## src/rtl/core/cpu_6502_execute_unit_macros.svh

```systemverilog
// Assertion macros for the 6502 execute unit.
`ifndef CPU_6502_EXECUTE_UNIT_MACROS_SVH
`define CPU_6502_EXECUTE_UNIT_MACROS_SVH
// Check that an implication holds at every clock edge outside reset.
`define EU_ASSERT_IMPL(label, clk, rstn, ante, cons, msg) \
    label: assert property (@(posedge clk) disable iff (!rstn) (ante) |-> (cons)) \
        else $error(msg);
// Check that an implication holds in the next cycle.
`define EU_ASSERT_NEXT(label, clk, rstn, ante, cons, msg) \
    label: assert property (@(posedge clk) disable iff (!rstn) (ante) |=> (cons)) \
        else $error(msg);
`endif

```

## src/rtl/core/c6502eu_pkg.sv

```systemverilog
// Package for the 6502 execute unit: payload types, opcodes, constants.
package c6502eu_pkg;

    localparam int STACK_DEPTH_DEF = 256;
    localparam logic [15:0] STACK_BASE = 16'h0100;

    localparam logic [7:0] FLAG_C = 8'h01;
    localparam logic [7:0] FLAG_Z = 8'h02;
    localparam logic [7:0] FLAG_I = 8'h04;
    localparam logic [7:0] FLAG_D = 8'h08;
    localparam logic [7:0] FLAG_B = 8'h10;
    localparam logic [7:0] FLAG_U = 8'h20;
    localparam logic [7:0] FLAG_V = 8'h40;
    localparam logic [7:0] FLAG_N = 8'h80;

    typedef enum logic [5:0] {
        OP_ADC = 6'd0,  OP_AND = 6'd1,  OP_ASL = 6'd2,  OP_BCC = 6'd3,
        OP_BCS = 6'd4,  OP_BEQ = 6'd5,  OP_BMI = 6'd6,  OP_BNE = 6'd7,
        OP_BVC = 6'd8,  OP_BVS = 6'd9,  OP_BPL = 6'd10, OP_CLC = 6'd11,
        OP_CLD = 6'd12, OP_CLI = 6'd13, OP_CLV = 6'd14, OP_CMP = 6'd15,
        OP_CPX = 6'd16, OP_CPY = 6'd17, OP_DEC = 6'd18, OP_DEX = 6'd19,
        OP_DEY = 6'd20, OP_EOR = 6'd21, OP_INC = 6'd22, OP_INX = 6'd23,
        OP_INY = 6'd24, OP_JMP = 6'd25, OP_JSR = 6'd26, OP_LDA = 6'd27,
        OP_LDX = 6'd28, OP_LDY = 6'd29, OP_LSR = 6'd30, OP_ORA = 6'd31,
        OP_NOP = 6'd32, OP_PHA = 6'd33, OP_PHP = 6'd34, OP_PLA = 6'd35,
        OP_PLP = 6'd36, OP_ROL = 6'd37, OP_ROR = 6'd38, OP_SEC = 6'd39,
        OP_SED = 6'd40, OP_SEI = 6'd41, OP_STA = 6'd42, OP_STX = 6'd43,
        OP_STY = 6'd44, OP_TAX = 6'd45, OP_TAY = 6'd46, OP_TSX = 6'd47,
        OP_TXA = 6'd48, OP_TXS = 6'd49, OP_TYA = 6'd50
    } op_t;

    typedef enum logic [1:0] {
        ST_RUN,
        ST_PULL,
        ST_JSR
    } state_t;

    typedef struct packed {
        logic [5:0]  op;
        logic [7:0]  operand;
        logic [15:0] address;
        logic [15:0] next_pc_in;
        logic        on_accumulator;
    } in_item_t;

    typedef struct packed {
        logic        mem_write;
        logic [7:0]  mem_data;
        logic [15:0] pc_out;
        logic [7:0]  acc_out;
        logic [7:0]  x_out;
        logic [7:0]  y_out;
        logic [7:0]  sp_out;
        logic [7:0]  flags_out;
    } out_item_t;

endpackage

```

## src/rtl/core/c6502eu_ram.sv

```systemverilog
// Generic single-port-write, single-port-read RAM with registered read.
module c6502eu_ram #(
    parameter int WIDTH = 8,
    parameter int DEPTH = 256
) (
    input  logic                     aclk,
    input  logic                     wr_en,
    input  logic [$clog2(DEPTH)-1:0] wr_addr,
    input  logic [WIDTH-1:0]         wr_data,
    input  logic [$clog2(DEPTH)-1:0] rd_addr,
    output logic [WIDTH-1:0]         rd_data
);
    logic [WIDTH-1:0] mem [DEPTH];

    always_ff @(posedge aclk) begin
        if (wr_en) begin
            mem[wr_addr] <= wr_data;
        end
        rd_data <= mem[rd_addr];
    end
endmodule

```

## src/rtl/core/cpu_6502_execute_unit.sv

```systemverilog
// Top level of the 6502 execute unit: register file, stack RAM and result stage.
// A result appears in the cycle after its item is accepted; PLA, PLP, JSR
// first wait in ST_PULL or ST_JSR. Throughput: one item per cycle unless the
// output stalls; PLA/PLP wait for the stack RAM read, JSR makes two pushes via
// the single RAM write port. After reset a clearing pass zeroes the stack RAM;
// no item is accepted during it. A, X, Y reset to 0, SP to 0xFF, status to 0x20.
`include "cpu_6502_execute_unit_macros.svh"
module cpu_6502_execute_unit #(
    parameter int STACK_DEPTH = c6502eu_pkg::STACK_DEPTH_DEF
) (
    input  logic                   aclk,
    input  logic                   aresetn,
    input  logic                   s_valid,
    output logic                   s_ready,
    input  c6502eu_pkg::in_item_t  s_data,
    output logic                   m_valid,
    input  logic                   m_ready,
    output c6502eu_pkg::out_item_t m_data
);
    localparam int AW = $clog2(STACK_DEPTH);

    logic [7:0] acc_reg, x_reg, y_reg, sp_reg, flags_reg;
    logic [7:0] acc_next, x_next, y_next, sp_next, flags_next;
    c6502eu_pkg::state_t state_reg, state_next;
    logic [AW:0] clr_reg;
    logic clearing;

    c6502eu_pkg::in_item_t hold_reg;
    c6502eu_pkg::out_item_t res_next;
    logic out_valid_reg;
    c6502eu_pkg::out_item_t out_reg;

    logic          ram_we;
    logic [AW-1:0] ram_waddr, ram_raddr;
    logic [7:0]    ram_wdata, ram_rdata;

    logic accept, out_free, finish;
    logic [7:0] sp_inc;
    logic [15:0] ret_pc;

    assign clearing = !clr_reg[AW];
    assign out_free = !out_valid_reg || m_ready;
    assign s_ready  = !clearing && state_reg == c6502eu_pkg::ST_RUN && out_free;
    assign accept   = s_valid && s_ready;
    assign sp_inc   = sp_reg + 8'd1;
    assign ret_pc   = hold_reg.next_pc_in - 16'd1;

    c6502eu_ram #(.WIDTH(8), .DEPTH(STACK_DEPTH)) u_stack (
        .aclk   (aclk),
        .wr_en  (ram_we),
        .wr_addr(ram_waddr),
        .wr_data(ram_wdata),
        .rd_addr(ram_raddr),
        .rd_data(ram_rdata)
    );

    // Next state
    always_comb begin
        state_next = state_reg;
        case (state_reg)
            c6502eu_pkg::ST_RUN: begin
                if (accept) begin
                    if (s_data.op == c6502eu_pkg::OP_PLA || s_data.op == c6502eu_pkg::OP_PLP) begin
                        state_next = c6502eu_pkg::ST_PULL;
                    end else if (s_data.op == c6502eu_pkg::OP_JSR) begin
                        state_next = c6502eu_pkg::ST_JSR;
                    end
                end
            end
            c6502eu_pkg::ST_PULL, c6502eu_pkg::ST_JSR: begin
                if (out_free) state_next = c6502eu_pkg::ST_RUN;
            end
            default: state_next = c6502eu_pkg::ST_RUN;
        endcase
    end

    // Execute and stack port control
    always_comb begin
        logic [8:0] sum;
        logic [7:0] v, r, res8, m;
        logic       take, cin;
        c6502eu_pkg::in_item_t d;

        d          = (state_reg == c6502eu_pkg::ST_RUN) ? s_data : hold_reg;
        m          = d.operand;
        acc_next   = acc_reg;
        x_next     = x_reg;
        y_next     = y_reg;
        sp_next    = sp_reg;
        flags_next = flags_reg;
        res_next   = '0;
        res_next.pc_out = d.next_pc_in;
        take       = 1'b0;
        cin        = flags_reg[0];
        sum        = '0;
        v          = '0;
        r          = '0;
        res8       = '0;
        ram_we     = 1'b0;
        ram_waddr  = sp_reg[AW-1:0];
        ram_wdata  = '0;
        ram_raddr  = sp_inc[AW-1:0];
        finish     = 1'b0;

        if (clearing) begin
            ram_we    = 1'b1;
            ram_waddr = clr_reg[AW-1:0];
        end else if (state_reg == c6502eu_pkg::ST_PULL) begin
            finish = out_free;
            if (out_free) begin
                sp_next = sp_inc;
                if (d.op == c6502eu_pkg::OP_PLA) begin
                    acc_next = ram_rdata;
                    flags_next[7] = ram_rdata[7];
                    flags_next[1] = ram_rdata == 8'd0;
                end else begin
                    flags_next = (ram_rdata & 8'hCF) | (flags_reg & c6502eu_pkg::FLAG_B)
                                 | c6502eu_pkg::FLAG_U;
                end
            end
        end else if (state_reg == c6502eu_pkg::ST_JSR) begin
            finish = out_free;
            if (out_free) begin
                ram_we    = 1'b1;
                ram_wdata = ret_pc[7:0];
                sp_next   = sp_reg - 8'd1;
                res_next.pc_out = d.address;
            end
        end else if (accept) begin
            case (d.op)
                c6502eu_pkg::OP_ADC: begin
                    sum = {1'b0, acc_reg} + {1'b0, m} + {8'd0, cin};
                    v   = sum[7:0];
                    flags_next[6] = ~(acc_reg[7] ^ m[7]) & (acc_reg[7] ^ v[7]);
                    flags_next[0] = sum[8];
                    acc_next = v;
                    res8 = v;
                end
                c6502eu_pkg::OP_AND: begin acc_next = acc_reg & m; res8 = acc_next; end
                c6502eu_pkg::OP_EOR: begin acc_next = acc_reg ^ m; res8 = acc_next; end
                c6502eu_pkg::OP_ORA: begin acc_next = acc_reg | m; res8 = acc_next; end
                c6502eu_pkg::OP_ASL, c6502eu_pkg::OP_LSR,
                c6502eu_pkg::OP_ROL, c6502eu_pkg::OP_ROR: begin
                    v = d.on_accumulator ? acc_reg : m;
                    case (d.op)
                        c6502eu_pkg::OP_ASL: begin flags_next[0] = v[7]; r = {v[6:0], 1'b0}; end
                        c6502eu_pkg::OP_LSR: begin flags_next[0] = v[0]; r = {1'b0, v[7:1]}; end
                        c6502eu_pkg::OP_ROL: begin flags_next[0] = v[7]; r = {v[6:0], cin}; end
                        default: begin flags_next[0] = v[0]; r = {cin, v[7:1]}; end
                    endcase
                    res8 = r;
                    if (d.on_accumulator) begin
                        acc_next = r;
                    end else begin
                        res_next.mem_write = 1'b1;
                        res_next.mem_data  = r;
                    end
                end
                c6502eu_pkg::OP_BCC: take = !flags_reg[0];
                c6502eu_pkg::OP_BCS: take = flags_reg[0];
                c6502eu_pkg::OP_BEQ: take = flags_reg[1];
                c6502eu_pkg::OP_BNE: take = !flags_reg[1];
                c6502eu_pkg::OP_BMI: take = flags_reg[7];
                c6502eu_pkg::OP_BPL: take = !flags_reg[7];
                c6502eu_pkg::OP_BVC: take = !flags_reg[6];
                c6502eu_pkg::OP_BVS: take = flags_reg[6];
                c6502eu_pkg::OP_CLC: flags_next[0] = 1'b0;
                c6502eu_pkg::OP_CLD: flags_next[3] = 1'b0;
                c6502eu_pkg::OP_CLI: flags_next[2] = 1'b0;
                c6502eu_pkg::OP_CLV: flags_next[6] = 1'b0;
                c6502eu_pkg::OP_SEC: flags_next[0] = 1'b1;
                c6502eu_pkg::OP_SED: flags_next[3] = 1'b1;
                c6502eu_pkg::OP_SEI: flags_next[2] = 1'b1;
                c6502eu_pkg::OP_CMP, c6502eu_pkg::OP_CPX, c6502eu_pkg::OP_CPY: begin
                    v = (d.op == c6502eu_pkg::OP_CMP) ? acc_reg :
                        (d.op == c6502eu_pkg::OP_CPX) ? x_reg : y_reg;
                    r = v - m;
                    flags_next[0] = v >= m;
                    flags_next[1] = v == m;
                    flags_next[7] = r[7];
                end
                c6502eu_pkg::OP_DEC, c6502eu_pkg::OP_INC: begin
                    r = (d.op == c6502eu_pkg::OP_DEC) ? m - 8'd1 : m + 8'd1;
                    res8 = r;
                    res_next.mem_write = 1'b1;
                    res_next.mem_data  = r;
                end
                c6502eu_pkg::OP_DEX: begin x_next = x_reg - 8'd1; res8 = x_next; end
                c6502eu_pkg::OP_DEY: begin y_next = y_reg - 8'd1; res8 = y_next; end
                c6502eu_pkg::OP_INX: begin x_next = x_reg + 8'd1; res8 = x_next; end
                c6502eu_pkg::OP_INY: begin y_next = y_reg + 8'd1; res8 = y_next; end
                c6502eu_pkg::OP_JMP: res_next.pc_out = d.address;
                c6502eu_pkg::OP_JSR: begin
                    // push high byte now, low byte from ST_JSR
                    ram_we    = 1'b1;
                    ram_wdata = 8'(16'(d.next_pc_in - 16'd1) >> 8);
                    sp_next   = sp_reg - 8'd1;
                end
                c6502eu_pkg::OP_LDA: begin acc_next = m; res8 = m; end
                c6502eu_pkg::OP_LDX: begin x_next = m; res8 = m; end
                c6502eu_pkg::OP_LDY: begin y_next = m; res8 = m; end
                c6502eu_pkg::OP_PHA: begin
                    ram_we = 1'b1; ram_wdata = acc_reg; sp_next = sp_reg - 8'd1;
                end
                c6502eu_pkg::OP_PHP: begin
                    ram_we = 1'b1; sp_next = sp_reg - 8'd1;
                    ram_wdata = flags_reg | c6502eu_pkg::FLAG_B | c6502eu_pkg::FLAG_U;
                end
                c6502eu_pkg::OP_STA: begin res_next.mem_write = 1'b1; res_next.mem_data = acc_reg; end
                c6502eu_pkg::OP_STX: begin res_next.mem_write = 1'b1; res_next.mem_data = x_reg; end
                c6502eu_pkg::OP_STY: begin res_next.mem_write = 1'b1; res_next.mem_data = y_reg; end
                c6502eu_pkg::OP_TAX: begin x_next = acc_reg; res8 = acc_reg; end
                c6502eu_pkg::OP_TAY: begin y_next = acc_reg; res8 = acc_reg; end
                c6502eu_pkg::OP_TSX: begin x_next = sp_reg; res8 = sp_reg; end
                c6502eu_pkg::OP_TXA: begin acc_next = x_reg; res8 = x_reg; end
                c6502eu_pkg::OP_TYA: begin acc_next = y_reg; res8 = y_reg; end
                c6502eu_pkg::OP_TXS: sp_next = x_reg;
                default: ;
            endcase
            case (d.op)
                c6502eu_pkg::OP_ADC, c6502eu_pkg::OP_AND, c6502eu_pkg::OP_EOR,
                c6502eu_pkg::OP_ORA, c6502eu_pkg::OP_ASL, c6502eu_pkg::OP_LSR,
                c6502eu_pkg::OP_ROL, c6502eu_pkg::OP_ROR, c6502eu_pkg::OP_DEC,
                c6502eu_pkg::OP_INC, c6502eu_pkg::OP_DEX, c6502eu_pkg::OP_DEY,
                c6502eu_pkg::OP_INX, c6502eu_pkg::OP_INY, c6502eu_pkg::OP_LDA,
                c6502eu_pkg::OP_LDX, c6502eu_pkg::OP_LDY, c6502eu_pkg::OP_TAX,
                c6502eu_pkg::OP_TAY, c6502eu_pkg::OP_TSX, c6502eu_pkg::OP_TXA,
                c6502eu_pkg::OP_TYA: begin
                    flags_next[7] = res8[7];
                    flags_next[1] = res8 == 8'd0;
                end
                default: ;
            endcase
            if (take) res_next.pc_out = d.next_pc_in + {{8{m[7]}}, m};
            finish = !(d.op == c6502eu_pkg::OP_PLA || d.op == c6502eu_pkg::OP_PLP
                       || d.op == c6502eu_pkg::OP_JSR);
        end
        flags_next = flags_next | c6502eu_pkg::FLAG_U;
        res_next.acc_out   = acc_next;
        res_next.x_out     = x_next;
        res_next.y_out     = y_next;
        res_next.sp_out    = sp_next;
        res_next.flags_out = flags_next;
    end

    always_ff @(posedge aclk) begin
        if (!aresetn) begin
            acc_reg       <= '0;
            x_reg         <= '0;
            y_reg         <= '0;
            sp_reg        <= 8'hFF;
            flags_reg     <= c6502eu_pkg::FLAG_U;
            state_reg     <= c6502eu_pkg::ST_RUN;
            clr_reg       <= '0;
            out_valid_reg <= 1'b0;
        end else begin
            state_reg <= state_next;
            if (clearing) clr_reg <= clr_reg + 1'b1;
            acc_reg   <= acc_next;
            x_reg     <= x_next;
            y_reg     <= y_next;
            sp_reg    <= sp_next;
            flags_reg <= flags_next;
            if (finish) begin
                out_valid_reg <= 1'b1;
            end else if (m_ready) begin
                out_valid_reg <= 1'b0;
            end
        end
    end

    always_ff @(posedge aclk) begin
        if (accept) hold_reg <= s_data;
        if (finish) out_reg <= res_next;
    end

    assign m_valid = out_valid_reg;
    assign m_data  = out_reg;

    `EU_ASSERT_IMPL(a_no_accept_clear, aclk, aresetn, clearing, !s_ready, "item accepted during clear")
    `EU_ASSERT_NEXT(a_pull_waits, aclk, aresetn, accept && (s_data.op == c6502eu_pkg::OP_PLA || s_data.op == c6502eu_pkg::OP_PLP), state_reg == c6502eu_pkg::ST_PULL, "pull did not wait for stack read")
    `EU_ASSERT_IMPL(a_u_set, aclk, aresetn, m_valid, m_data.flags_out[5], "status bit 5 cleared")
endmodule

```

## config.mk

```make
export PLATFORM = sky130hd
export DESIGN_NAME = cpu_6502_execute_unit
export DESIGN_NICKNAME = d
export VERILOG_FILES = /design/src/rtl/core/c6502eu_pkg.sv /design/src/rtl/core/c6502eu_ram.sv /design/src/rtl/core/cpu_6502_execute_unit.sv
export VERILOG_INCLUDE_DIRS = /design/src /design/src/rtl/core
export SDC_FILE = /design/constraint.sdc
export NUM_CORES = 2
export LEC_CHECK = 0
export ABC_AREA = 1
export BUFFER_PORTS_ARGS = -buffer_cell sky130_fd_sc_hd__buf_2
export CAP_MARGIN = 20
export CORE_MARGIN = 5
export CORE_UTILIZATION = 45
export DETAILED_ROUTE_END_ITERATION = 6
export PLACE_DENSITY_LB_ADDON = 0.25
export SLEW_MARGIN = 5
export SYNTH_ARGS = -nofsm -noshare
export SYNTH_HDL_FRONTEND = slang
export SYNTH_SLANG_ARGS = --single-unit
export TNS_END_PERCENT = 1
```

## constraint.sdc

```tcl
create_clock -name aclk -period 29 [get_ports aclk]
set_input_delay 5.8 -clock aclk [delete_from_list [all_inputs] [get_ports aclk]]
set_output_delay 5.8 -clock aclk [all_outputs]
set_load 0.03 [all_outputs]
```

* Yosys cells after proc, flatten, opt, wreduce, memory -nomap -nowiden *
Memories as Yosys holds them, arrays and structs flattened. A register that Yosys moved wholly into a read port is not among the register bits.
Cells that the tools add are included.

word-level totals
  register bits after elaboration = 163
  memory bits (writable) = 2048
  output and inout bits = 67
  logic and storage cells = 236
  memories kept = 1

cells by class
  $add $sub $neg = 15
  magnitude comparators = 1
  eq/ne operators = 58
  mux-type cells = 99
  bitwise operators = 10
  reduce and logical (&&, ||, !) cells = 29

memories
  name         depth  width  read ports  clocked after memory_dff  wr ports  line               source
  u_stack.mem  256    8      1           1                         1         c6502eu_ram.sv:13  logic [WIDTH-1:0] mem [DEPTH];

operators by type and width
  kind                   number
  $mux 8                 37
  $eq 6x6->1 const B     20
  $pmux 8 s15            1
  $eq 6x5->1 const B     17
  $mux 16                6
  $pmux 8 s8             1
  $eq 6x4->1 const B     8
  $pmux 8 s3             2
  $mux 47                1
  $pmux 9 s5             1
  $pmux 8 s5             1
  $sub 8x1->8 const B    5
  $add 8x1->8 const B    4
  $pmux 8 s4             1
  $mux 1                 26
  $mux 25                1
  $eq 6x3->1 const B     4
  $reduce_or 22->1       1
  $mux 9                 2
  $add 16x16->16         1
  $logic_not 8->1        2
  $mux 2                 8
  $pmux 8 s2             1
  $sub 16x1->16 const B  1
  35 further kinds       60

* Depth between registers and ports, before layout *
  depth in word-level cells = 15
  depth in mapped cells = 29

* Cells and area by module *
From an unflattened synthesis, not the netlist that was laid out.

second synthesis, totals
  cell total of the unflattened synthesis = 8904
  area total of the unflattened synthesis = 96866.7 um^2

by module, submodules not included
  module                 times used  cells an instance  area an instance (um^2)  seq. area each (um^2)
  c6502eu_ram            1           7003               83396.2                  61659.1
  cpu_6502_execute_unit  1           1901               13470.4                  4304.1

* Worst setup path after synthesis *
No wires, ideal clock.

  kind = in2reg
  from = input port m_ready
  to = memory u_stack.mem[0][2], data pin
  setup time = 2828 ps
  data arrival time = 21515 ps
  slack = 4657 ps
  cell stages on the path = 7
  path buffers = 2
  cells stage by stage = nor2_1 nor2_1 and3_1 buf_2 buf_1 a21oi_1 nor4_1

between the ends
  longest elaborated chain between the ends = 7
  elaborated cells between the ends (all ways) = 8
  those cells by class = 5 x mux; 3 x reduce/logical

ends and longest elaborated chain
  what                    line                          source
  from (decl)             cpu_6502_execute_unit.sv:17   input logic m_ready,
  $logic_or 1x1->1        cpu_6502_execute_unit.sv:42   assign out_free = !out_valid_reg || m_ready;
  $logic_and 1x1->1       cpu_6502_execute_unit.sv:43   assign s_ready = !clearing && state_reg == c6502eu_pkg::ST_RUN && out_free;
  $logic_and 1x1->1       cpu_6502_execute_unit.sv:44   assign accept = s_valid && s_ready;
  named net accept        cpu_6502_execute_unit.sv:37   logic accept, out_free, finish;
  $mux 8                  cpu_6502_execute_unit.sv:129  end else if (accept) begin
  $mux 8                  cpu_6502_execute_unit.sv:121  end else if (state_reg == c6502eu_pkg::ST_JSR) begin
  $mux 8                  cpu_6502_execute_unit.sv:108  end else if (state_reg == c6502eu_pkg::ST_PULL) begin
  $mux 8                  cpu_6502_execute_unit.sv:105  if (clearing) begin
  named net ram_wdata[2]  cpu_6502_execute_unit.sv:35   logic [7:0] ram_wdata, ram_rdata;
  to (decl)               c6502eu_ram.sv:13

The timed path passes the listed nets, and every way through them passes these cells.

* Worst setup path after layout *
  from = input port m_ready
  to = output port s_ready

between the ends
  longest elaborated chain between the ends = 2

ends and longest elaborated chain
  what               line                         source
  $logic_or 1x1->1   cpu_6502_execute_unit.sv:42
  $logic_and 1x1->1  cpu_6502_execute_unit.sv:43
  to (decl)          cpu_6502_execute_unit.sv:14  output logic s_ready,

Every way passes these cells.

==> metrics.txt <==
worst r2r src state_reg[0]$_SDFFE_PN0P_; Setup TNS 0 ns; Tot Pwr 0.00635 W; Storage cell area between 60000 and 70000 um^2; Routed WL 283000 um; IO buf count 115; fin util between 40% and 50%; worst r2r dst u_stack.mem[31][3]$_DFFE_PP_; WP data arrival 7.01 ns; CTS root buffer clkbuf_16; FILL cells approximately 18000; GP Congestion about 0.96; synthesized area 94500 um^2; Post-CTS Setup Inserts 0; Die Span Y ~470 um; top_reg_cell synth edfxtp_1; Pins Over Slew Limit 0; vias in the first global route about 63000; CTS sink cnt 2216; Seq/Total Area, Yosys 69.8%; Async SR Flop Fraction 0%; H-tree levels 4; DRT iter0 DRCs between 8000 and 9000; Layout area overhead 10.5%; post-route design area 104000 um^2; Nets 8243; vias per inst 5.99; Fin. Hold Viols 0; met3 WL 25800 um; RSZ-0062 raised after global routing false; Top Layer Used met5; CP Max Fanout 11; Max Cap Viol 0; Syn Nets 8369; Resized Gates After CTS 0; worst-margin pin slew 1.20 ns; Final HPWL DP around 160000 um; end of the critical path s_ready; CTS Hold Bufs 0; Worst Setup Start Kind input port; status finished, final reports clean; Tot GR Track Use 25.1%; WS Path Type input port to output port; # DRC 0; Critical Path RT 23.20 ns; first-pass GRT wire length 415000 um; Synth Warn # 0; worst vdd ir between 0.00005 and 0.00006 V; Mapped Cells 8258; post-layout worst setup margin 16.19 ns; Post-Route Skew between 0.03 and 0.04 ns; Clock transition at path regs 0.06 ns; CTS tree built; Post-DP Area 97300 um^2; Starting Density 45.1%; R2R cell count 15; pre-CTS setup slack 16.22 ns; Multi-input gate area 25500 um^2; mean post-synth cell area 11.4 um^2; Die ar. 219000 um^2; remaining antenna violation count after routing 0; clk buf depth 3; IO Pins 118; row cnt 168; Hold Crit Class register to register; post-synthesis cell type count 60; DRT Pass-1 Iters 6; TritonCTS Buffers 217; Rel. slew slack a little over 20%; setup slack, reg-to-reg 22.81 ns; max reg flops 2048; Die Wd 468 um; Post-synth EDFFs 2158; met2 wire length 129000 um; Critical Path Sink Type output port; layout cells sized above 1 7.28%; final setup fails 0; CP Launch Point m_ready; Core ar. 209000 um^2; leakage power about 33 nW; vias 66600; Final Cycle Share 44.2%; largest net degree at the start of global routing approximately 240; routed length on met1 117000 um; Clk Latency, worst-skew pair between 0.8 and 0.9 ns; pwr/cell area 60.9 nW/um^2; GRT Residual Overflow 0; synthesized flop and latch total 2216; Max Fclk 78.1 MHz; drt wl/cell 25.4 um; Final Critical Period around 13 ns; initial antenna violation count 5
## layer usage
| metal | up-vias | track usage [%] |
|---|---|---|
| met5 | - | 0 |
| met4 | 6 | 10.1 |
| met3 | 587 | 4.41 |
| met2 | 3512 | 39.2 |
| met1 | 32700 | 35.0 |
| li1 | 29800 | - |
## cell type report
type	instances	share of cell area, %
Tap cell	2805	3.36
Clock buffer	260	5.47
Inverter	266	1.00
Antenna cell	4	0.00959
Sequential cell	2216	63.2
Timing Repair Buffer	198	1.31
Multi-Input combinational cell	5233	24.4
Clock inverter	143	1.24
## power breakdown
part	leakage, nW	internal [W]	switching [W]
Combinational	10.2	0.0000257	0.0000729
Sequential	19.6	0.00347	0.00000413
Clock	3.42	0.00157	0.00122
## through the flow
step	hold WS, ns	std cells
after floorplan	0.449	8258
after global placement	0.472	10700
after detailed placement	0.490	10700
after CTS	0.501	11100
after global routing	0.504	11100
final	0.505	11100
## worst min path at each step
stage | from | endpoint | slack, ns | cells past startpoint
after global placement | clr_reg[7]$_SDFFE_PN0N_ | clr_reg[7]$_SDFFE_PN0N_ | 0.47 | 2
after floorplan | clr_reg[7]$_SDFFE_PN0N_ | clr_reg[7]$_SDFFE_PN0N_ | 0.45 | 2
after CTS | clr_reg[7]$_SDFFE_PN0N_ | clr_reg[8]$_SDFF_PN0_ | 0.50 | 2
after detailed placement | clr_reg[7]$_SDFFE_PN0N_ | clr_reg[8]$_SDFF_PN0_ | 0.49 | 2
after global routing | clr_reg[7]$_SDFFE_PN0N_ | clr_reg[8]$_SDFF_PN0_ | 0.50 | 2
final | clr_reg[1]$_SDFFE_PN0N_ | clr_reg[1]$_SDFFE_PN0N_ | 0.50 | 2
## synth_stat cells (5+ instances only)
library cell / instances / area (um^2)
edfxtp_1: 2158 / 64800
nor2_1: 1778 / 6670
o21ai_0: 1446 / 7240
o22ai_1: 674 / 4220
nand2_1: 615 / 2310
clkbuf_1: 451 / 1690
inv_1: 239 / 897
nand3_1: 206 / 1030
a21oi_1: 136 / 681
dfxtp_1: 58 / 1160
ha_1: 56 / 701
buf_2: 51 / 255
nand4_1: 32 / 200
nor3_1: 27 / 135
buf_1: 22 / 82.6
xor2_1: 19 / 166
or2_2: 18 / 113
o211ai_1: 16 / 120
o21ai_1: 16 / 80.1
a221oi_1: 15 / 131
a22oi_1: 14 / 105
buf_6: 14 / 158
inv_2: 14 / 52.6
a211oi_1: 13 / 97.6
clkinv_1: 12 / 45.0
mux2i_1: 12 / 120
a31oi_1: 11 / 68.8
nand2_4: 11 / 124
o221ai_1: 11 / 96.3
nand2_2: 10 / 62.6
o2111ai_1: 10 / 87.6
or2_1: 9 / 56.3
xnor2_1: 8 / 70.1
and2_1: 6 / 37.5
nor2_2: 6 / 37.5
a21o_1: 5 / 37.5
nand3b_1: 5 / 37.5
nor3b_1: 5 / 37.5
## cells in the final DEF, fill, tap and decap left out, drive strengths merged, types with 3 or more instances in the layout
cell type,netlist,routed
a221oi,15,15
a22o,3,3
a211oi,13,13
a41oi,4,4
clkinvlp,0,6
a21o,5,5
nor2,1788,1788
and2,6,6
nand4,32,32
a22oi,14,14
a21oi,139,139
clkbuf,451,260
o31ai,3,3
dfxtp,58,58
o211ai,16,16
ha,56,56
o22ai,674,674
o2111ai,10,10
buf,92,198
o221ai,11,11
fa,4,4
inv,254,263
nor3,29,29
diode,0,4
clkinv,12,121
edfxtp,2158,2158
nand3,210,210
o21ai,1463,1463
bufinv,0,19
mux2i,12,12
nand2,636,636
nor4,4,4
nand3b,5,5
xor2,19,19
xnor2,8,8
a31oi,11,11
nor3b,5,5
or2,27,27
## kinds of logic after synthesis
| family | Yosys count | share of synthesized area, % |
|---|---|---|
| other cells | 2 | 0.00795 |
| simple gates | 2744 | 11.6 |
| mux | 12 | 0.127 |
| fa+ha+maj | 60 | 0.826 |
| xor+xnor | 27 | 0.250 |
| buf+inv | 809 | 3.42 |
| flops | 2216 | 69.8 |
| compound gates | 2388 | 13.9 |
## worst max-delay path: stages
cell	delay, ns
buf_2	0.08
nor2_1	0.04
buf_4	0.19
nor2_1	0.20
inv_1	0.22
nor2_1	0.22
buf_2	0.24
Note: power is estimated with default switching activity, not from simulation.
